$ cat src/hdl/typed_value_scan_filter_core_macros.svh
// Assertion macros for the typed value scan filter core.
// Included by RTL files that carry concurrent checks; expects clk and rst_n in scope.
`ifndef TYPED_VALUE_SCAN_FILTER_CORE_MACROS_SVH
`define TYPED_VALUE_SCAN_FILTER_CORE_MACROS_SVH
`ifndef ASSERT_OFF
// checked only out of reset
`define TVSF_ASSERT(lbl, prop, msg) \
  lbl: assert property (@(posedge clk) disable iff (!rst_n) prop) else $error(msg);
// checked at every edge, reset included
`define TVSF_ASSERT_ALWAYS(lbl, prop, msg) \
  lbl: assert property (@(posedge clk) prop) else $error(msg);
`else
`define TVSF_ASSERT(lbl, prop, msg)
`define TVSF_ASSERT_ALWAYS(lbl, prop, msg)
`endif
`endif

$ cat src/hdl/tvsf_pkg.sv
// Shared types, codes and helper functions for the typed value scan filter.
// No dependencies; the modules refer to it by scoped names.
package tvsf_pkg;

  // value types
  localparam logic [3:0] VT_U8  = 4'd0;
  localparam logic [3:0] VT_U16 = 4'd1;
  localparam logic [3:0] VT_U32 = 4'd2;
  localparam logic [3:0] VT_U64 = 4'd3;
  localparam logic [3:0] VT_I8  = 4'd4;
  localparam logic [3:0] VT_I16 = 4'd5;
  localparam logic [3:0] VT_I32 = 4'd6;
  localparam logic [3:0] VT_I64 = 4'd7;
  localparam logic [3:0] VT_F32 = 4'd8;
  localparam logic [3:0] VT_F64 = 4'd9;

  // comparison modes
  localparam logic [3:0] MODE_EQ        = 4'd0;
  localparam logic [3:0] MODE_NE        = 4'd1;
  localparam logic [3:0] MODE_GT        = 4'd2;
  localparam logic [3:0] MODE_GTE       = 4'd3;
  localparam logic [3:0] MODE_LT        = 4'd4;
  localparam logic [3:0] MODE_LTE       = 4'd5;
  localparam logic [3:0] MODE_INC       = 4'd6;
  localparam logic [3:0] MODE_INC_BY    = 4'd7;
  localparam logic [3:0] MODE_DEC       = 4'd8;
  localparam logic [3:0] MODE_DEC_BY    = 4'd9;
  localparam logic [3:0] MODE_CHG       = 4'd10;
  localparam logic [3:0] MODE_CHG_BY    = 4'd11;
  localparam logic [3:0] MODE_UNCHANGED = 4'd12;
  localparam logic [3:0] MODE_UNKNOWN   = 4'd13;

  // result status
  localparam logic [1:0] ST_HIT       = 2'd0;
  localparam logic [1:0] ST_BAD_TYPE  = 2'd1;
  localparam logic [1:0] ST_NEED_PREV = 2'd2;
  localparam logic [1:0] ST_NEED_VAL  = 2'd3;

  // configuration register indexes
  localparam int CFG_IDX_W = 3;
  localparam logic [CFG_IDX_W-1:0] CFG_VALUE_TYPE   = 3'd0;
  localparam logic [CFG_IDX_W-1:0] CFG_COMP_MODE    = 3'd1;
  localparam logic [CFG_IDX_W-1:0] CFG_PASS_KIND    = 3'd2;
  localparam logic [CFG_IDX_W-1:0] CFG_NEEDLE_BITS  = 3'd3;
  localparam logic [CFG_IDX_W-1:0] CFG_NEEDLE_VALID = 3'd4;
  localparam logic [CFG_IDX_W-1:0] CFG_MAX_HITS     = 3'd5;

  localparam int FIFO_DEPTH = 4;
  localparam int FIFO_AW    = 2;

  localparam logic [63:0] F64_QNAN = 64'h7FF8_0000_0000_0000;

  typedef enum logic [1:0] {
    CK_INT = 2'd0,
    CK_F32 = 2'd1,
    CK_F64 = 2'd2
  } cvt_kind_t;

  typedef struct packed {
    logic [3:0]  value_type;
    logic [3:0]  comparison_mode;
    logic        pass_kind;
    logic [63:0] needle_bits;
    logic        needle_valid;
    logic [20:0] max_hits;
  } cfg_t;

  // operand for the to-double converter
  typedef struct packed {
    cvt_kind_t   kind;
    logic        sgn;
    logic [63:0] mag;
  } cvt_in_t;

  // one classified word, front to back
  typedef struct packed {
    logic [1:0]  status;
    logic        read_ok;
    logic        use_prev;
    logic        isf;
    logic [3:0]  mode;
    logic [31:0] address;
    logic [63:0] raw;
    logic [63:0] nraw;
    logic [63:0] prev;
    cvt_in_t     cv;
    cvt_in_t     cn;
  } item_t;

  function automatic logic [3:0] lzc16(input logic [15:0] v);
    logic [3:0] r;
    r = 4'd0;
    for (int i = 0; i < 16; i++) begin
      if (v[i]) r = 4'(15 - i);
    end
    return r;
  endfunction

  // join per-16-bit leading zero counts, chunk 3 is the top
  function automatic logic [5:0] lz_join(input logic [3:0][3:0] cl, input logic [3:0] nz);
    logic [5:0] r;
    if (nz[3])      r = {2'd0, cl[3]};
    else if (nz[2]) r = {2'd1, cl[2]};
    else if (nz[1]) r = {2'd2, cl[1]};
    else            r = {2'd3, cl[0]};
    return r;
  endfunction

  function automatic logic f_nan(input logic [63:0] a);
    return (a[62:52] == 11'h7FF) && (a[51:0] != 52'd0);
  endfunction

  function automatic logic f_eq(input logic [63:0] a, input logic [63:0] b);
    return !f_nan(a) && !f_nan(b) &&
           ((a == b) || ((a[62:0] == 63'd0) && (b[62:0] == 63'd0)));
  endfunction

  function automatic logic f_lt(input logic [63:0] a, input logic [63:0] b);
    logic [63:0] ka;
    logic [63:0] kb;
    ka = a[63] ? ~a : {1'b1, a[62:0]};
    kb = b[63] ? ~b : {1'b1, b[62:0]};
    return !f_nan(a) && !f_nan(b) &&
           !((a[62:0] == 63'd0) && (b[62:0] == 63'd0)) && (ka < kb);
  endfunction

endpackage

$ cat src/hdl/tvsf_in_if.sv
// Input word channel: valid/ready plus one memory word.
// Standalone; no package use.
interface tvsf_in_if;
  logic        valid;
  logic        ready;
  logic [31:0] address;
  logic [63:0] value_bits;
  logic [63:0] previous_value;
  logic        read_ok;
  modport source (output valid, address, value_bits, previous_value, read_ok, input ready);
  modport sink   (input valid, address, value_bits, previous_value, read_ok, output ready);
endinterface

$ cat src/hdl/tvsf_front.sv
// Front part: takes input words, masks them to the value type, checks the
// configuration and builds converter operands. Depends on tvsf_pkg, tvsf_in_if.
module tvsf_front (
  input  tvsf_pkg::cfg_t   cfg,
  tvsf_in_if.sink          in_ch,
  output logic             push_valid,
  input  logic             push_ready,
  output tvsf_pkg::item_t  push_item
);

  function automatic logic [63:0] type_mask(input logic [3:0] vt);
    logic [63:0] m;
    case (vt)
      tvsf_pkg::VT_U8,  tvsf_pkg::VT_I8:                  m = 64'h0000_0000_0000_00FF;
      tvsf_pkg::VT_U16, tvsf_pkg::VT_I16:                 m = 64'h0000_0000_0000_FFFF;
      tvsf_pkg::VT_U32, tvsf_pkg::VT_I32, tvsf_pkg::VT_F32: m = 64'h0000_0000_FFFF_FFFF;
      tvsf_pkg::VT_U64, tvsf_pkg::VT_I64, tvsf_pkg::VT_F64: m = 64'hFFFF_FFFF_FFFF_FFFF;
      default:                                            m = 64'd0;
    endcase
    return m;
  endfunction

  function automatic tvsf_pkg::cvt_in_t make_cvt(input logic [63:0] raw,
                                                 input logic [3:0] vt,
                                                 input logic [63:0] msk);
    tvsf_pkg::cvt_in_t c;
    logic        sgnd, msb;
    logic [63:0] sx;
    sgnd = (vt >= tvsf_pkg::VT_I8) && (vt <= tvsf_pkg::VT_I64);
    case (vt)
      tvsf_pkg::VT_I8:  msb = raw[7];
      tvsf_pkg::VT_I16: msb = raw[15];
      tvsf_pkg::VT_I32: msb = raw[31];
      default:          msb = raw[63];
    endcase
    sx = raw | ((sgnd && msb) ? ~msk : 64'd0);
    c.sgn = sgnd && sx[63];
    c.mag = c.sgn ? (~sx + 64'd1) : sx;
    if (vt == tvsf_pkg::VT_F32) begin
      c.kind = tvsf_pkg::CK_F32;
      c.mag  = raw;
    end else if (vt == tvsf_pkg::VT_F64) begin
      c.kind = tvsf_pkg::CK_F64;
      c.mag  = raw;
    end else begin
      c.kind = tvsf_pkg::CK_INT;
    end
    return c;
  endfunction

  logic [63:0] msk, raw, nraw;
  logic        uses_prev, needle_opt;
  logic [3:0]  md;

  assign md         = cfg.comparison_mode;
  assign msk        = type_mask(cfg.value_type);
  assign raw        = in_ch.value_bits & msk;
  assign nraw       = cfg.needle_bits & msk;
  assign uses_prev  = (md >= tvsf_pkg::MODE_INC) && (md <= tvsf_pkg::MODE_UNCHANGED);
  assign needle_opt = (md == tvsf_pkg::MODE_UNKNOWN) || (md == tvsf_pkg::MODE_INC) ||
                      (md == tvsf_pkg::MODE_DEC) || (md == tvsf_pkg::MODE_CHG) ||
                      (md == tvsf_pkg::MODE_UNCHANGED);

  always_comb begin
    push_item.status = tvsf_pkg::ST_HIT;
    if (msk == 64'd0)
      push_item.status = tvsf_pkg::ST_BAD_TYPE;
    else if (!cfg.pass_kind && uses_prev)
      push_item.status = tvsf_pkg::ST_NEED_PREV;
    else if (!cfg.pass_kind && (md != tvsf_pkg::MODE_UNKNOWN) && !cfg.needle_valid)
      push_item.status = tvsf_pkg::ST_NEED_VAL;
    else if (cfg.pass_kind && !needle_opt && !cfg.needle_valid)
      push_item.status = tvsf_pkg::ST_NEED_VAL;
    push_item.read_ok  = in_ch.read_ok;
    push_item.use_prev = cfg.pass_kind && uses_prev;
    push_item.isf      = (cfg.value_type == tvsf_pkg::VT_F32) ||
                         (cfg.value_type == tvsf_pkg::VT_F64);
    push_item.mode     = md;
    push_item.address  = in_ch.address;
    push_item.raw      = raw;
    push_item.nraw     = nraw;
    push_item.prev     = in_ch.previous_value;
    push_item.cv       = make_cvt(raw, cfg.value_type, msk);
    push_item.cn       = make_cvt(nraw, cfg.value_type, msk);
  end

  assign push_valid  = in_ch.valid;
  assign in_ch.ready = push_ready;

endmodule

$ cat src/flat_wrapper.sv
// flat-port wrapper written by rule: the top's interface ports become plain ports
module tvsf_front_flat 
  (cfg, push_valid, push_ready, push_item, in_ch_valid, in_ch_address, in_ch_value_bits, in_ch_previous_value, in_ch_read_ok, in_ch_ready);
  tvsf_in_if in_ch_i ();
  input  tvsf_pkg::cfg_t cfg;
  output logic push_valid;
  input  logic push_ready;
  output tvsf_pkg::item_t push_item;
  input wire logic [$bits(in_ch_i.valid)-1:0] in_ch_valid;
  input wire logic [$bits(in_ch_i.address)-1:0] in_ch_address;
  input wire logic [$bits(in_ch_i.value_bits)-1:0] in_ch_value_bits;
  input wire logic [$bits(in_ch_i.previous_value)-1:0] in_ch_previous_value;
  input wire logic [$bits(in_ch_i.read_ok)-1:0] in_ch_read_ok;
  output wire logic [$bits(in_ch_i.ready)-1:0] in_ch_ready;
  assign in_ch_i.valid = in_ch_valid;
  assign in_ch_i.address = in_ch_address;
  assign in_ch_i.value_bits = in_ch_value_bits;
  assign in_ch_i.previous_value = in_ch_previous_value;
  assign in_ch_i.read_ok = in_ch_read_ok;
  assign in_ch_ready = in_ch_i.ready;
  tvsf_front u_core (.cfg(cfg), .in_ch(in_ch_i), .push_valid(push_valid), .push_ready(push_ready), .push_item(push_item));
endmodule
$ cat config.mk
export PLATFORM = sky130hd
export DESIGN_NAME = tvsf_front_flat
export DESIGN_NICKNAME = d
export VERILOG_FILES = /design/src/hdl/typed_value_scan_filter_core_macros.svh /design/src/hdl/tvsf_pkg.sv /design/src/hdl/tvsf_in_if.sv /design/src/hdl/tvsf_front.sv /design/src/flat_wrapper.sv
export SDC_FILE = /design/constraint.sdc
export NUM_CORES = 1
export LEC_CHECK = 0
export ABC_AREA = 1
export BUFFER_PORTS_ARGS = -buffer_cell sky130_fd_sc_hd__buf_2
export CAP_MARGIN = 10
export CORE_AREA = 2 2 242 244
export DETAILED_ROUTE_END_ITERATION = 7
export DIE_AREA = 0 0 244 246
export GPL_TIMING_DRIVEN = 0
export PLACE_DENSITY_LB_ADDON = 0.12
export SLEW_MARGIN = 20
export SYNTH_ARGS = -nofsm -noshare
export SYNTH_HDL_FRONTEND = slang
export SYNTH_SLANG_ARGS = --single-unit
$ cat constraint.sdc
create_clock -name vclk -period 7.05
set_clock_uncertainty 0.2 [all_clocks]
set_input_delay 1.41 -clock vclk [all_inputs]
set_output_delay 1.41 -clock vclk [all_outputs]
set_load 0.02 [all_outputs]
Word level (Yosys, flattened, before mapping)
Memory sizes are Yosys's and may differ from the RTL's.
Index checks and enable logic that the tools add are counted.
Cells by class
  $add $sub $neg: 2
  $lt $le $gt $ge: 4
  eq/ne operators: 11
  muxes and demuxes: 16
  bitwise gates (word level): 7
  reductions and logical operators: 21
Operators by type and width (count)
  64-bit 2-to-1 mux: 8
  64-bit NOT: 3
  64-bit by 1-bit adder with 64-bit output (second input constant): 2
  64-bit AND: 2
  64-bit bitwise OR: 2
  64-bit zero test: 1
  4-bit == test (second input constant): 6
  4-bit by 3-bit == test with 1-bit output (second input constant): 4
  1-bit logical AND: 12
  2-bit 2-to-1 mux: 6
  4-bit by 3-bit >= comparator with 1-bit output (second input constant): 2
  1-bit one-hot mux with 3 select lines: 2
  1-bit logical OR: 5
  4-bit by 3-bit <= comparator with 1-bit output (second input constant): 1
  4-bit <= comparator (second input constant): 1
  4-bit inequality test (second input constant): 1
  1-bit zero test: 3
Word-level totals
  bits in registers: 0
  ROM bits: 1024
  input port bits: 258
  word-level logic and storage cells: 62
  memories kept: 1
Memory list
  (name not given): words 16, width 64, rd ports 1, clocked after memory_dff 0, wr ports 0, RTL line tvsf_front.sv:13  | case (vt)

Logic depth before layout (Yosys ltp)
  depth after elaboration: 12
  depth in mapped cells: 21
  gate-level depth less buffers: 19

Worst setup path after synthesis
No wires, ideal clock.
  path kind: input port to output port
  start: in cfg[92] (netlist name)
  end: out push_item[38] (netlist name)
  arrival: 3.581 ns
  data required time: 5.440 ns
  path slack: 1.859 ns
  stages on the path: 15
  path buffers: 2
  cell sequence: o21ai_2 > inv_2 > buf_6 > buf_6 > nor2_1 > inv_1 > ha_1 > nand2_1 > nor3b_2 > nand3_1 > nor2_1 > nand3_2 > nand2_1 > nand2_1 > xor2_1
RTL lines
  start: declaration: RTL line flat_wrapper.sv:5  | input tvsf_pkg::cfg_t cfg;
  end: declaration: RTL line flat_wrapper.sv:8  | output tvsf_pkg::item_t push_item;

==> impl_metrics.py <==
metrics = {
    "run_status": {
        "status": "finished clean",
    },
    "grt": {
        "gr-total-overflow": 0,
        "grt.busiest_layer": "met2",
        "grt_antenna_before_repair": 1,
        "grt_pass1_wl_mm": 68.2,
        "largest_net_degree_at_the_start_of_global_routing": 11,
        "number_of_global_route_vias_before_repair": 10684,
        "gr-usage-all-layers_pct": 15.1,
        "gr_layer_usage_met1_pct": 18.0,
        "gr-usage-met2_pct": 29.5,
        "global_route.usage.met3_pct": 1.03,
    },
    "timing": {
        "fin_worst_hold_slack_ns": 2.84,
        "worstMarginPinSlew_ns": 0.938,
        "fmax_mhz": 161,
        "fin_crit_sh_pct": 87.9,
        "setup_viol": 0,
        "timing.final.crit_period_ns": 6.19,
        "total_negative_setup_slacks_ns": 0,
        "timing.final.hold_violations": 0,
        "timing_max_transition_violations_final": 0,
        "final_critical_path_setup_slack_ns": 0.855,
        "worst_slew_margin_rel_pct": 37.5,
        "rsz0062_at_grt": "no",
    },
    "synth": {
        "netlist_instances": 1489,
        "synthesis.nets": 1749,
        "sequential_cell_area_fraction_in_the_yosys_report_pct": 0,
        "postSynthAreaPerCell_um2": 4.87,
        "netlist-cell-type-count": 39,
        "ys.warnings.count": 0,
        "synth_area_um2": 7250,
    },
    "route": {
        "detail_route.wirelength_mm": 48.5,
        "postRouteAntennaNets": 0,
        "post_drt_wl_per_cell_um": 17.6,
        "routed_vias_inst": 3.89,
        "detailedRoute.firstPassIterationCount": 7,
        "num_vias": 10735,
        "remaining_drc_errors": 0,
        "first_iter_violations": 472,
    },
    "critical_path": {
        "critical-path-slowest-cell": "nor2_1",
        "setup.worst_path.class": "primary input to primary output",
        "critPathTopFamily": "simple AND/OR/NAND/NOR gates",
        "timing.critical_path.buf_inv": 6,
        "setup.worst_path.start_class": "primary input",
        "arrival_ns": 4.58,
        "crit_path_max_incr_delay_ns": 0.37,
        "worstPathRequired_ns": 5.44,
        "critical_path.endpoint_type": "primary output",
        "worst_setup_path_startpoint": "cfg[92]",
        "path_cells": "buf_2, inv_2, nand2_1, inv_1, nand2_2, nand2_4, inv_2, buf_4, nor2_1, nor2_1, nand2_1, nor2_1, nand3_1, nor2_1, nand2_1, nand2_1, xor2_1, buf_2",
        "timing.critical_path.fanout_max": 10,
    },
    "hold_path": {
        "hold_crit_path_type": "primary input to primary output",
        "holdCritStartpoint": "in_ch_address[19]",
    },
    "clock_tree": {
        "post_cts.repair.setup_buffers": 0,
        "cts_hold_repair.buffers": 0,
        "cts_resized": 0,
    },
    "cells_and_area": {
        "flow.area_growth_from_synthesis_pct": 48.2,
        "seq_area_um2": 0,
        "layout-drive-gt1-share_pct": 37.0,
        "utilization_pct": 18.7,
        "clock_buffer_count": 0,
        "flops_and_latches": 0,
        "final_net_count": 2258,
    },
    "placement": {
        "globalplace.congestion": 0.905,
        "pre_cts_ws_ns": 0.742,
        "place.detailed.hpwl_mm": 43.3,
        "port_buffers": 507,
    },
    "power": {
        "power-per-cell-area_nw_per_um2": 105,
        "ir_drop_v": 0.0000381,
        "power.leakage_uw": 0.00748,
    },
    "floorplanning": {
        "num_rows": 88,
        "floorplan.initialDensity_pct": 12.6,
        "die_area_um2": 60000,
        "fp.coreArea_um2": 57400,
        "floorplan.die.height_um": 246,
        "number_of_placed_i_o_pins": 627,
        "floorplan.die.width_um": 244,
    },
    "job": {
        "cap_violations": 0,
    },
}
[per-layer routing]
metal | share of wire (%) | routed length, µm
met1 | 41 | 20100
met2 | 52 | 25400
met3 | 4.6 | 2210
met4 | 1.7 | 801
met5 | 0 | 0
[synthesized netlist by cell type, drive strengths merged]
cell type | instances | area share (%)
clkbuf | 8 | 0.41
nand3b | 11 | 1.1
xor2 | 50 | 6.0
nor2 | 287 | 17
and2 | 4 | 0.35
a31oi | 3 | 0.26
clkinv | 1 | 0.069
o2111ai | 1 | 0.12
a22oi | 1 | 0.10
nand4 | 30 | 2.6
inv | 297 | 15
ha | 2 | 0.34
nor3 | 24 | 2.1
a21boi | 1 | 0.10
xnor2 | 32 | 3.9
o21ai | 46 | 3.9
nor3b | 2 | 0.28
o31ai | 3 | 0.31
buf | 134 | 14
or2 | 3 | 0.26
a21oi | 15 | 1.0
nand3 | 103 | 7.8
nand2 | 430 | 23
o211ai | 1 | 0.10
[cell type report]
cell class | count | area (µm²)
diodes | 1 | 2.50
inverters | 298 | 1120
well taps | 765 | 957
multi-input cells | 1049 | 5110
repair buffers | 507 | 2540
plain buffers | 142 | 1030
fillers | 6907 | 46600
[power by group]
part	switching (µW)	internal (µW)
Sequential	0	0
Clock	0	0.0000190
Combinational	765	358
[kinds of logic after synthesis]
| kind of cell | synth area share [%] |
|---|---|
| AND/OR/NAND/NOR | 54.2 |
| adder cells (fa/ha/maj) | 0.345 |
| AO/OA/AOI/OAI | 5.99 |
| buffers and inverters | 29.6 |
| XOR/XNOR | 9.90 |
[path summary, 6_finish.rpt]
kind                             end  slack (ns)  depth (start not counted)
worst max-delay path   push_item[42]        0.86                         18
worst min-delay path  push_item[345]        2.84                          2
[cells in the final DEF (no fill, tap or decap), drive strengths merged]
cell type | synthesis | routed
o211ai | 1 | 1
clkinv | 1 | 1
nor3b | 2 | 2
nand2 | 430 | 430
nand4 | 30 | 30
and2 | 4 | 4
inv | 297 | 297
diode | 0 | 1
a31oi | 3 | 3
nor2 | 287 | 287
or2 | 3 | 3
o21ai | 46 | 46
a22oi | 1 | 1
xnor2 | 32 | 32
ha | 2 | 2
nand3 | 103 | 103
a21oi | 15 | 15
a21boi | 1 | 1
o31ai | 3 | 3
nand3b | 11 | 11
o2111ai | 1 | 1
buf | 134 | 641
xor2 | 50 | 50
clkbuf | 8 | 8
nor3 | 24 | 24
[metrics by stage]
stage | total power [µW] | instances | cell area, µm²
2_1_floorplan | 722 | 1489 | 7250
3_3_place_gp | 1140 | 2761 | 10700
3_5_place_dp | 1140 | 2761 | 10700
4_1_cts | 1140 | 2761 | 10700
5_1_grt | 1230 | 2762 | 10800
6_report | 1120 | 2762 | 10800
Note: power is estimated with default switching activity, not from simulation.
