`src/hdl/typed_value_scan_filter_core_macros.svh`:
```
// Assertion macros for the typed value scan filter core.
// Included by RTL files that carry concurrent checks; expects clk and rst_n in scope.
`ifndef TYPED_VALUE_SCAN_FILTER_CORE_MACROS_SVH
`define TYPED_VALUE_SCAN_FILTER_CORE_MACROS_SVH
`ifndef ASSERT_OFF
// checked only out of reset
`define TVSF_ASSERT(lbl, prop, msg) \
  lbl: assert property (@(posedge clk) disable iff (!rst_n) prop) else $error(msg);
// checked at every edge, reset included
`define TVSF_ASSERT_ALWAYS(lbl, prop, msg) \
  lbl: assert property (@(posedge clk) prop) else $error(msg);
`else
`define TVSF_ASSERT(lbl, prop, msg)
`define TVSF_ASSERT_ALWAYS(lbl, prop, msg)
`endif
`endif

```
`src/hdl/tvsf_pkg.sv`:
```
// Shared types, codes and helper functions for the typed value scan filter.
// No dependencies; the modules refer to it by scoped names.
package tvsf_pkg;

  // value types
  localparam logic [3:0] VT_U8  = 4'd0;
  localparam logic [3:0] VT_U16 = 4'd1;
  localparam logic [3:0] VT_U32 = 4'd2;
  localparam logic [3:0] VT_U64 = 4'd3;
  localparam logic [3:0] VT_I8  = 4'd4;
  localparam logic [3:0] VT_I16 = 4'd5;
  localparam logic [3:0] VT_I32 = 4'd6;
  localparam logic [3:0] VT_I64 = 4'd7;
  localparam logic [3:0] VT_F32 = 4'd8;
  localparam logic [3:0] VT_F64 = 4'd9;

  // comparison modes
  localparam logic [3:0] MODE_EQ        = 4'd0;
  localparam logic [3:0] MODE_NE        = 4'd1;
  localparam logic [3:0] MODE_GT        = 4'd2;
  localparam logic [3:0] MODE_GTE       = 4'd3;
  localparam logic [3:0] MODE_LT        = 4'd4;
  localparam logic [3:0] MODE_LTE       = 4'd5;
  localparam logic [3:0] MODE_INC       = 4'd6;
  localparam logic [3:0] MODE_INC_BY    = 4'd7;
  localparam logic [3:0] MODE_DEC       = 4'd8;
  localparam logic [3:0] MODE_DEC_BY    = 4'd9;
  localparam logic [3:0] MODE_CHG       = 4'd10;
  localparam logic [3:0] MODE_CHG_BY    = 4'd11;
  localparam logic [3:0] MODE_UNCHANGED = 4'd12;
  localparam logic [3:0] MODE_UNKNOWN   = 4'd13;

  // result status
  localparam logic [1:0] ST_HIT       = 2'd0;
  localparam logic [1:0] ST_BAD_TYPE  = 2'd1;
  localparam logic [1:0] ST_NEED_PREV = 2'd2;
  localparam logic [1:0] ST_NEED_VAL  = 2'd3;

  // configuration register indexes
  localparam int CFG_IDX_W = 3;
  localparam logic [CFG_IDX_W-1:0] CFG_VALUE_TYPE   = 3'd0;
  localparam logic [CFG_IDX_W-1:0] CFG_COMP_MODE    = 3'd1;
  localparam logic [CFG_IDX_W-1:0] CFG_PASS_KIND    = 3'd2;
  localparam logic [CFG_IDX_W-1:0] CFG_NEEDLE_BITS  = 3'd3;
  localparam logic [CFG_IDX_W-1:0] CFG_NEEDLE_VALID = 3'd4;
  localparam logic [CFG_IDX_W-1:0] CFG_MAX_HITS     = 3'd5;

  localparam int FIFO_DEPTH = 4;
  localparam int FIFO_AW    = 2;

  localparam logic [63:0] F64_QNAN = 64'h7FF8_0000_0000_0000;

  typedef enum logic [1:0] {
    CK_INT = 2'd0,
    CK_F32 = 2'd1,
    CK_F64 = 2'd2
  } cvt_kind_t;

  typedef struct packed {
    logic [3:0]  value_type;
    logic [3:0]  comparison_mode;
    logic        pass_kind;
    logic [63:0] needle_bits;
    logic        needle_valid;
    logic [20:0] max_hits;
  } cfg_t;

  // operand for the to-double converter
  typedef struct packed {
    cvt_kind_t   kind;
    logic        sgn;
    logic [63:0] mag;
  } cvt_in_t;

  // one classified word, front to back
  typedef struct packed {
    logic [1:0]  status;
    logic        read_ok;
    logic        use_prev;
    logic        isf;
    logic [3:0]  mode;
    logic [31:0] address;
    logic [63:0] raw;
    logic [63:0] nraw;
    logic [63:0] prev;
    cvt_in_t     cv;
    cvt_in_t     cn;
  } item_t;

  function automatic logic [3:0] lzc16(input logic [15:0] v);
    logic [3:0] r;
    r = 4'd0;
    for (int i = 0; i < 16; i++) begin
      if (v[i]) r = 4'(15 - i);
    end
    return r;
  endfunction

  // join per-16-bit leading zero counts, chunk 3 is the top
  function automatic logic [5:0] lz_join(input logic [3:0][3:0] cl, input logic [3:0] nz);
    logic [5:0] r;
    if (nz[3])      r = {2'd0, cl[3]};
    else if (nz[2]) r = {2'd1, cl[2]};
    else if (nz[1]) r = {2'd2, cl[1]};
    else            r = {2'd3, cl[0]};
    return r;
  endfunction

  function automatic logic f_nan(input logic [63:0] a);
    return (a[62:52] == 11'h7FF) && (a[51:0] != 52'd0);
  endfunction

  function automatic logic f_eq(input logic [63:0] a, input logic [63:0] b);
    return !f_nan(a) && !f_nan(b) &&
           ((a == b) || ((a[62:0] == 63'd0) && (b[62:0] == 63'd0)));
  endfunction

  function automatic logic f_lt(input logic [63:0] a, input logic [63:0] b);
    logic [63:0] ka;
    logic [63:0] kb;
    ka = a[63] ? ~a : {1'b1, a[62:0]};
    kb = b[63] ? ~b : {1'b1, b[62:0]};
    return !f_nan(a) && !f_nan(b) &&
           !((a[62:0] == 63'd0) && (b[62:0] == 63'd0)) && (ka < kb);
  endfunction

endpackage

```
`src/hdl/tvsf_fifo.sv`:
```
// Short queue of classified words between the front and back parts.
// Depends on tvsf_pkg (item_t, FIFO_DEPTH).
module tvsf_fifo (
  input  logic            clk,
  input  logic            rst_n,
  input  logic            push_valid,
  output logic            push_ready,
  input  tvsf_pkg::item_t push_item,
  output logic            pop_valid,
  input  logic            pop_ready,
  output tvsf_pkg::item_t pop_item
);

  tvsf_pkg::item_t mem_r [tvsf_pkg::FIFO_DEPTH];
  logic [tvsf_pkg::FIFO_AW-1:0] wp_r, rp_r;
  logic [tvsf_pkg::FIFO_AW:0]   cnt_r;
  logic do_push, do_pop;

  assign push_ready = (cnt_r != (tvsf_pkg::FIFO_AW+1)'(tvsf_pkg::FIFO_DEPTH));
  assign pop_valid  = (cnt_r != '0);
  assign pop_item   = mem_r[rp_r];
  assign do_push    = push_valid && push_ready;
  assign do_pop     = pop_valid && pop_ready;

  always_ff @(posedge clk) begin
    if (do_push) mem_r[wp_r] <= push_item;
  end

  always_ff @(posedge clk) begin
    if (!rst_n) begin
      wp_r  <= '0;
      rp_r  <= '0;
      cnt_r <= '0;
    end else begin
      if (do_push) wp_r <= wp_r + 1'b1;
      if (do_pop)  rp_r <= rp_r + 1'b1;
      case ({do_push, do_pop})
        2'b10:   cnt_r <= cnt_r + 1'b1;
        2'b01:   cnt_r <= cnt_r - 1'b1;
        default: cnt_r <= cnt_r;
      endcase
    end
  end

endmodule

```
`config.mk`:
```
export PLATFORM = sky130hd
export DESIGN_NAME = tvsf_fifo
export DESIGN_NICKNAME = d
export VERILOG_FILES = /design/src/hdl/typed_value_scan_filter_core_macros.svh /design/src/hdl/tvsf_pkg.sv /design/src/hdl/tvsf_fifo.sv
export SDC_FILE = /design/constraint.sdc
export NUM_CORES = 1
export LEC_CHECK = 0
export BUFFER_PORTS_ARGS = -buffer_cell sky130_fd_sc_hd__buf_2
export CAP_MARGIN = 20
export CORE_ASPECT_RATIO = 1.2
export CORE_MARGIN = 4
export CORE_UTILIZATION = 51
export DETAILED_ROUTE_END_ITERATION = 8
export PLACE_DENSITY = 0.72
export SYNTH_ARGS = -nofsm -noshare
export SYNTH_HDL_FRONTEND = slang
export SYNTH_SLANG_ARGS = --single-unit
```
`constraint.sdc`:
```
create_clock -name clk -period 11.4 [get_ports clk]
set_input_delay 2.28 -clock clk [delete_from_list [all_inputs] [get_ports clk]]
set_output_delay 2.28 -clock clk [all_outputs]
set_load 0.05 [all_outputs]
```
* Word-level counts from Yosys, hierarchy flattened *
Memories as Yosys holds them, arrays and structs flattened. A register that Yosys moved wholly into a read port is not among the register bits.
Index checks and enable logic that the tools add are counted.

storage, ports and cells
  memories kept = 1
  register bits after elaboration = 7
  logic and storage cells = 20
  output and inout bits = 369
  input bits = 371
  RAM bits = 1,468

operators by class
  $add $sub $neg = 4
  reductions and logical operators = 4
  equality and inequality tests = 3
  muxes and demuxes = 5

memory list
  name   depth  bits a word  read ports  clocked after Yosys merged registers in  write ports  RTL line         RTL
  mem_r  4      367          1           1                                        1            tvsf_fifo.sv:14  tvsf_pkg::item_t mem_r [tvsf_pkg::FIFO_DEPTH];

operators by type and width
  kind                   count
  $pmux W3 S2            1
  $add A2 B1 Y2 const B  2
  $mux W2                2
  $add A3 B1 Y3 const B  1
  $ne A3 B3 Y1 const B   1
  $reduce_bool A3 Y1     1
  $sub A3 B1 Y3 const B  1
  $eq A2 B1 Y1 const B   1
  $eq A2 B2 Y1 const B   1
  $logic_and A1 B1 Y1    2
  $mux W1                2
  $reduce_bool A2 Y1     1

* Longest topological paths before layout *
Gate-level depths: netlist of run 1.

  depth after elaboration = 4
  gate-level depth with buffers = 9
  mapped depth without buffers = 9

* Worst setup path after synthesis of run 1 *
Ideal clock, no wire load.

  path kind = input to register
  from = in push_valid
  to = mem mem_r[2][0] in the netlist's numbering (enable)
  stages on the path = 2
  required time = 10.623 ns
  slack = -0.376 ns
  arrival time = 10.999 ns
  buffers on the path = 0
  setup time = 0.777 ns
  path through = a21boi_1 > and2_1

between the ends
  longest elaborated chain between the ends = 3

RTL lines
  what                           RTL line         RTL
  start: declaration             tvsf_fifo.sv:6   input logic push_valid,
  $logic_and A1 B1 Y1            tvsf_fifo.sv:22  assign do_push = push_valid && push_ready;
  $mux W1                        tvsf_fifo.sv:26  if (do_push) mem_r[wp_r] <= push_item;
  $mux W1 (implied by the code)  tvsf_fifo.sv:26
  end: declaration               tvsf_fifo.sv:14

No other way between the ends.

==> results of run 1 <==
==> worst register-to-register path, delay by kind of cell, from the launching register on <==
family | cells | cell delay [ns]
buf+inv | 2 | 1.42
simple gates | 2 | 0.82
compound gates | 1 | 0.46
flops | 1 | 0.43
==> cell families (layout without fill, tap and decap cells) <==
group	Yosys count	in the layout	synth area share (%)
AO/OA/AOI/OAI	6	6	0.07949
XOR/XNOR	4	4	0.06546
adder cells (fa/ha/maj)	6	6	0.1543
buffers and inverters	89	1015	1.351
flip-flops	1477	1477	82.69
multiplexers	369	369	15.48
other	0	41	0
AND/OR/NAND/NOR	18	18	0.1776
==> area by class of cell <==
type | count | area (um2) | area share [%]
clock buffer | 177 | 3749 | 5.941
multi-input combinational | 403 | 8551 | 13.55
sequential | 1477 | 44270 | 70.16
inverter | 6 | 22.52 | 0.03569
tap | 1375 | 1720 | 2.727
clock inverter | 74 | 679.4 | 1.077
antenna | 41 | 102.6 | 0.1626
timing repair buffer | 758 | 4004 | 6.345
==> registers in the layout (all words and copies together), names as in the netlist, named ones only <==
| register | cells |
|---|---|
| rp_r | 2 |
| mem_r | 1468 |
| cnt_r | 3 |
| wp_r | 2 |
==> power groups by stage <==
stage	Combinational, mW	Sequential (mW)	Clock (mW)
6_report	5.15	6.69	4.48
5_1_grt	5.39	6.73	4.83
4_1_cts	5.23	6.70	4.58
3_5_place_dp	5.20	6.81	0
3_3_place_gp	5.17	6.76	0
2_1_floorplan	4.10	6.82	0
==> routing by layer <==
layer,wire [um],share of wire [%],vias to the layer above
met5,451,0.39,-
li1,-,-,10282
met2,57370,49,1131
met3,13530,12,251
met4,3571,3.1,64
met1,41030,35,12760
==> cell usage after synthesis <==
master    instances  share of area [%]
a21boi_0          1              0.014
a21boi_1          1              0.014
and2_1            7              0.082
buf_2            35               0.33
buf_4             3              0.042
buf_6            25               0.53
buf_8            13               0.36
clkbuf_1          7              0.049
dfxtp_1           9               0.34
edfxtp_1       1468                 82
fa_1              1              0.037
ha_1              5               0.12
inv_1             6              0.042
mux2i_1           2              0.037
mux4_2          367                 15
nand2_1           6              0.042
nor2_1            1             0.0070
nor2b_1           2              0.023
o21ai_0           2              0.019
o311ai_0          1              0.016
o31a_1            1              0.016
or3_1             2              0.023
xnor2_1           3              0.049
xor2_1            1              0.016
==> through the flow <==
stage / hold WS [ns] / instances / worst slack (ns)
final: 0.5026 / 4311 / 5.261
after global routing: 0.5388 / 4284 / 4.880
after CTS: 0.5075 / 4270 / 5.106
after detailed placement: 0.4934 / 4019 / 5.723
after global placement: 0.4811 / 4019 / 5.811
after floorplan: 0.4677 / 1969 / 3.724
==> how the worst max path moves through the flow <==
stage                     from             to  slack (ns)  cells past startpoint
floorplan           push_valid    mem_r[0][0]        3.72                      2
global route         flip-flop  pop_item[179]        4.88                      4
finish               flip-flop  pop_item[179]        5.26                      4
CTS                  flip-flop  pop_item[179]        5.11                      4
detailed placement  push_valid   mem_r[3][84]        5.72                      5
global placement    push_valid   mem_r[3][84]        5.81                      5
==> summary.txt, run 1 <==
Outcome
  – Status: complete, no violations

CTS
  – H-tree depth: 4
  – CTS Sinks: 1477
  – Hold-fix buffers, CTS: 0
  – Cts bufs inserted: 140
  – Post_cts resized: 0
  – Post-CTS Setup Repair Bufs: 0
  – CTS clk-pin slew, worst paths: 0.06 ns
  – Worst-skew pair later-pin latency: 0.76 ns
  – CTS tree: built
  – Clock Root Buffer: clkbuf_16
  – CTS max path bufs: 3

GRT
  – Vias in the first global route: 26039
  – GR Util met3: 9.647%
  – Total GRT Usage: 21.13%
  – Grt peak-use layer: met2
  – Met2 usage: 33.50%
  – Met1 usage in global routing: 26.02%
  – Total grt overflow: 0
  – Largest net degree at the start of global routing: 150
  – First-pass GRT wire length: 172400 um
  – Antenna violations before repair: 73

STA
  – Fmax: 162.9 MHz
  – Slew HR: 21.86%
  – Final critical-path required period: 6.139 ns
  – Fin Setup TNS: 0 ns
  – Final hold violations: 0
  – # setup viols final: 0
  – Part of the cycle the worst path needs: 53.85%
  – Worst Tran Pin Value: 1.172 ns
  – Max Clock Skew: 0.02926 ns
  – Slew Viols, Final: 0
  – Unrepaired setup endpoints after global routing: no

Finish
  – Fin area: 63100 um2
  – Commonest non-fill, non-tap cells in the layout: edfxtp_1, buf_2, mux4_2, clkbuf_16, clkbuf_1
  – Final net count: 3163
  – Core Util, Final: 60.89%
  – Share of cells above drive strength 1: 45.91%
  – Fillcell total: 6999
  – Commonest non-fill, non-tap cell in the layout: edfxtp_1
  – P&R area growth vs syn: 17.88%

Setup path
  – Reg-to-reg slack, setup: 7.56 ns
  – CP Cell Sequence: buf_12, buf_12, mux4_2, buf_2
  – Max stage delay on crit path: 0.66 ns
  – Crit start category: flip-flop
  – Critical path type: flip-flop to output pin
  – Worst Path Max Fanout: 114
  – CP delay by family, top: buffers and inverters
  – Worst R2R Start: cnt_r[0]
  – Critical-path top delay cell: buf_12
  – Setup crit end kind: output pin
  – Crit path DAT: 3.86 ns
  – Crit path required time: 9.12 ns
  – Most frequent CP cell: buf_12
  – Reg2Reg Depth: 5
  – Worst path bufs/invs: 3
  – FF-to-FF End: mem_r[1][353]

Drt
  – WL per Instance: 26.90 um
  – Vias: 24488
  – Routed wire length: 116000 um
  – Initial DRC Count: 1929
  – Vias/cell: 5.680
  – First drt pass iteration count: 5
  – DR DRC count: 0
  – Post-route ant nets: 0

Power
  – Leakage: 20.80 nW
  – Switching Share: 35.02%
  – Sequential Power Share: 41.0%
  – Power density of the placed cells: 258.9 nW/um2
  – Int Power: 10.61 mW
  – Clock power frac: 27.5%
  – Total Power: 16.33 mW
  – Peak supply drop: 205.9 uV
  – Logic gate share of total power: 31.6%
  – Net switching power: 5.719 mW

Yosys
  – Yosys warning count: 0
  – Synth Instances: 1969
  – Synthesized cell area: 53530 um2
  – Net count after synthesis: 2346
  – Post-synth cell types: 24
  – Sequential area share after synthesis: 82.69%
  – Syn_area_per_cell: 27.18 um2
  – Number of synthesized register bits: 1477

Placement
  – Hpwl dp: 72120 um
  – Post-placement cell area: 58570 um2
  – Gpl congestion: 0.7935
  – Port bufs: 739

Floorplan
  – Die height: 362.9 um
  – Core box area: 103600 um2
  – Number of I/O pins: 740
  – Die Wd: 303.7 um
  – # rows: 129
  – Initial Utilization: 51.66%
  – Die area: 110200 um2

Worst hold path
  – Hold path start: wp_r[0]
  – Worst hold stages: 2
  – HP Class: flip-flop to flip-flop
  – Hold Path Sink: wp_r[0]

Run
  – Max Cap Viol: 0
No activity file was read; power rests on OpenSTA's default activity.
==> run 2: changes to the inputs <==
==> constraint.sdc (replaced) <==
create_clock -name clk -period 5.2 [get_ports clk]
set_input_delay 1.04 -clock clk [delete_from_list [all_inputs] [get_ports clk]]
set_output_delay 1.04 -clock clk [all_outputs]
set_load 0.05 [all_outputs]
==> summary.txt, run 2 (synthesized netlist as in run 1, its figures left out) <==
Finish
  – Multi-input gate area: 8551 um2
  – Share of cells above drive strength 1: 46.74%
  – Fillcell total: 6938
  – Top reg by flops: mem_r
  – Largest register FFs: 1468
  – Top Registers: mem_r x1468, cnt_r x3
  – Commonest non-fill, non-tap cells in the layout: edfxtp_1, buf_2, mux4_2, clkbuf_16, buf_4
  – P&R area growth vs syn: 19.00%
  – Final net count: 3224
  – Reg area: 44270 um2
  – Commonest non-fill, non-tap cell in the layout: edfxtp_1

Power
  – Leakage: 21.16 nW
  – Power density of the placed cells: 565.4 nW/um2
  – Peak supply drop: 554.5 uV
  – Total Power: 36.01 mW

STA
  – Fin Setup TNS: 0 ns
  – Max Clock Skew: 0.02269 ns
  – Unrepaired setup endpoints after global routing: no
  – Part of the cycle the worst path needs: 79.30%
  – Final hold violations: 0
  – Final worst slack: 1.077 ns
  – # setup viols final: 0
  – Worst Tran Pin Value: 1.097 ns
  – Slew Viols, Final: 0
  – Hold WS: 0.4891 ns
  – Final critical-path required period: 4.123 ns
  – Slew HR: 26.87%
  – Fmax: 242.5 MHz

Floorplan
  – Core box area: 103600 um2
  – # rows: 129
  – Die Wd: 303.7 um
  – Number of I/O pins: 740
  – Die height: 362.9 um
  – Initial Utilization: 51.66%
  – Die area: 110200 um2

Setup path
  – Reg-to-reg slack, setup: 2.30 ns
  – Crit path required time: 4.16 ns
  – Crit start category: flip-flop
  – Worst Path Max Fanout: 53
  – Critical path type: flip-flop to output pin
  – Setup crit end kind: output pin
  – Crit path DAT: 3.08 ns

Drt
  – Post-route ant nets: 0
  – Vias/cell: 5.711
  – Routed wire length: 122100 um
  – First drt pass iteration count: 5
  – DR DRC count: 0
  – WL per Instance: 27.90 um
  – Vias: 24986
  – Initial DRC Count: 2095

CTS
  – CTS Sinks: 1477
  – Cts bufs inserted: 140
  – Worst-skew pair later-pin latency: 0.77 ns
  – CTS max path bufs: 3
  – H-tree depth: 4
  – Clock Root Buffer: clkbuf_16
  – Hold-fix buffers, CTS: 0
  – CTS clk-pin slew, worst paths: 0.06 ns
  – Post_cts resized: 0
  – Post-CTS Setup Repair Bufs: 0
  – CTS tree: built

GRT
  – Largest net degree at the start of global routing: 85
  – Total GRT Usage: 22.32%
  – Total grt overflow: 0
  – Vias in the first global route: 26667
  – Antenna violations before repair: 66
  – First-pass GRT wire length: 180600 um

Outcome
  – Status: complete, no violations

Placement
  – Hpwl dp: 80260 um
  – Place WS: 1.735 ns
  – Port bufs: 739
  – Gpl congestion: 0.8330

Worst hold path
  – HP Class: input pin to flip-flop

Run
  – Max Cap Viol: 0
## run 2: changes by cell type in the layout (fill, tap and decap cells not counted), sizes merged
cell,change
bufinv,-3
buf,+61
clkinv,+18
clkbuf,-8
inv,+6
diode,-4
clkinvlp,-6
## run 2: metal layers
| metal | vias to the layer above | routed length [um] | GRT usage (%) | part of all wire, % |
|---|---|---|---|---|
| li1 | 10406 | - | - | - |
| met1 | 13022 | 41970 | 26.58 | 34 |
| met2 | 1249 | 61480 | 36.46 | 50 |
| met3 | 251 | 14420 | 10.01 | 12 |
| met4 | 58 | 3782 | 7.889 | 3.1 |
| met5 | - | 405 | 0 | 0.33 |
## run 2: power breakdown
part / leakage, nW / total [mW] / switching [mW] / internal, mW
registers: 13.5 / 14.7 / 0.388 / 14.3
clock network: 2.16 / 9.70 / 4.26 / 5.45
logic: 5.46 / 11.6 / 8.15 / 3.44
## run 2: final cells by class
class                      count  area share [%]
inverter                       6         0.03536
tap                         1375           2.701
multi-input combinational    403           13.42
timing repair buffer         819           7.339
sequential                  1477           69.50
antenna                       37          0.1454
clock buffer                 169           5.738
clock inverter                89           1.114
## run 2: worst max-delay path, stage by stage (launching register included)
cell and delay [ns]:
dfxtp_4 1.04, buf_4 0.52, mux4_2 0.41, buf_2 0.26
## run 2: stage by stage
stage,instance area [um2],std cells,utilization (%)
2_1_floorplan,53530,1969,-
3_3_place_gp,59240,4080,57.17
3_5_place_dp,59240,4080,57.17
4_1_cts,63600,4338,61.38
5_1_grt,63640,4352,61.41
6_report,63690,4375,61.47
## run 2: path summary, 6_finish.rpt
path,from,cells past startpoint,to
hold / removal,push_item[157],1,mem_r[0][157]
setup reg to reg,cnt_r[0],4,mem_r[1][48]
hold reg to reg,wp_r[0],2,wp_r[0]
setup / recovery,flip-flop,3,pop_item[179]
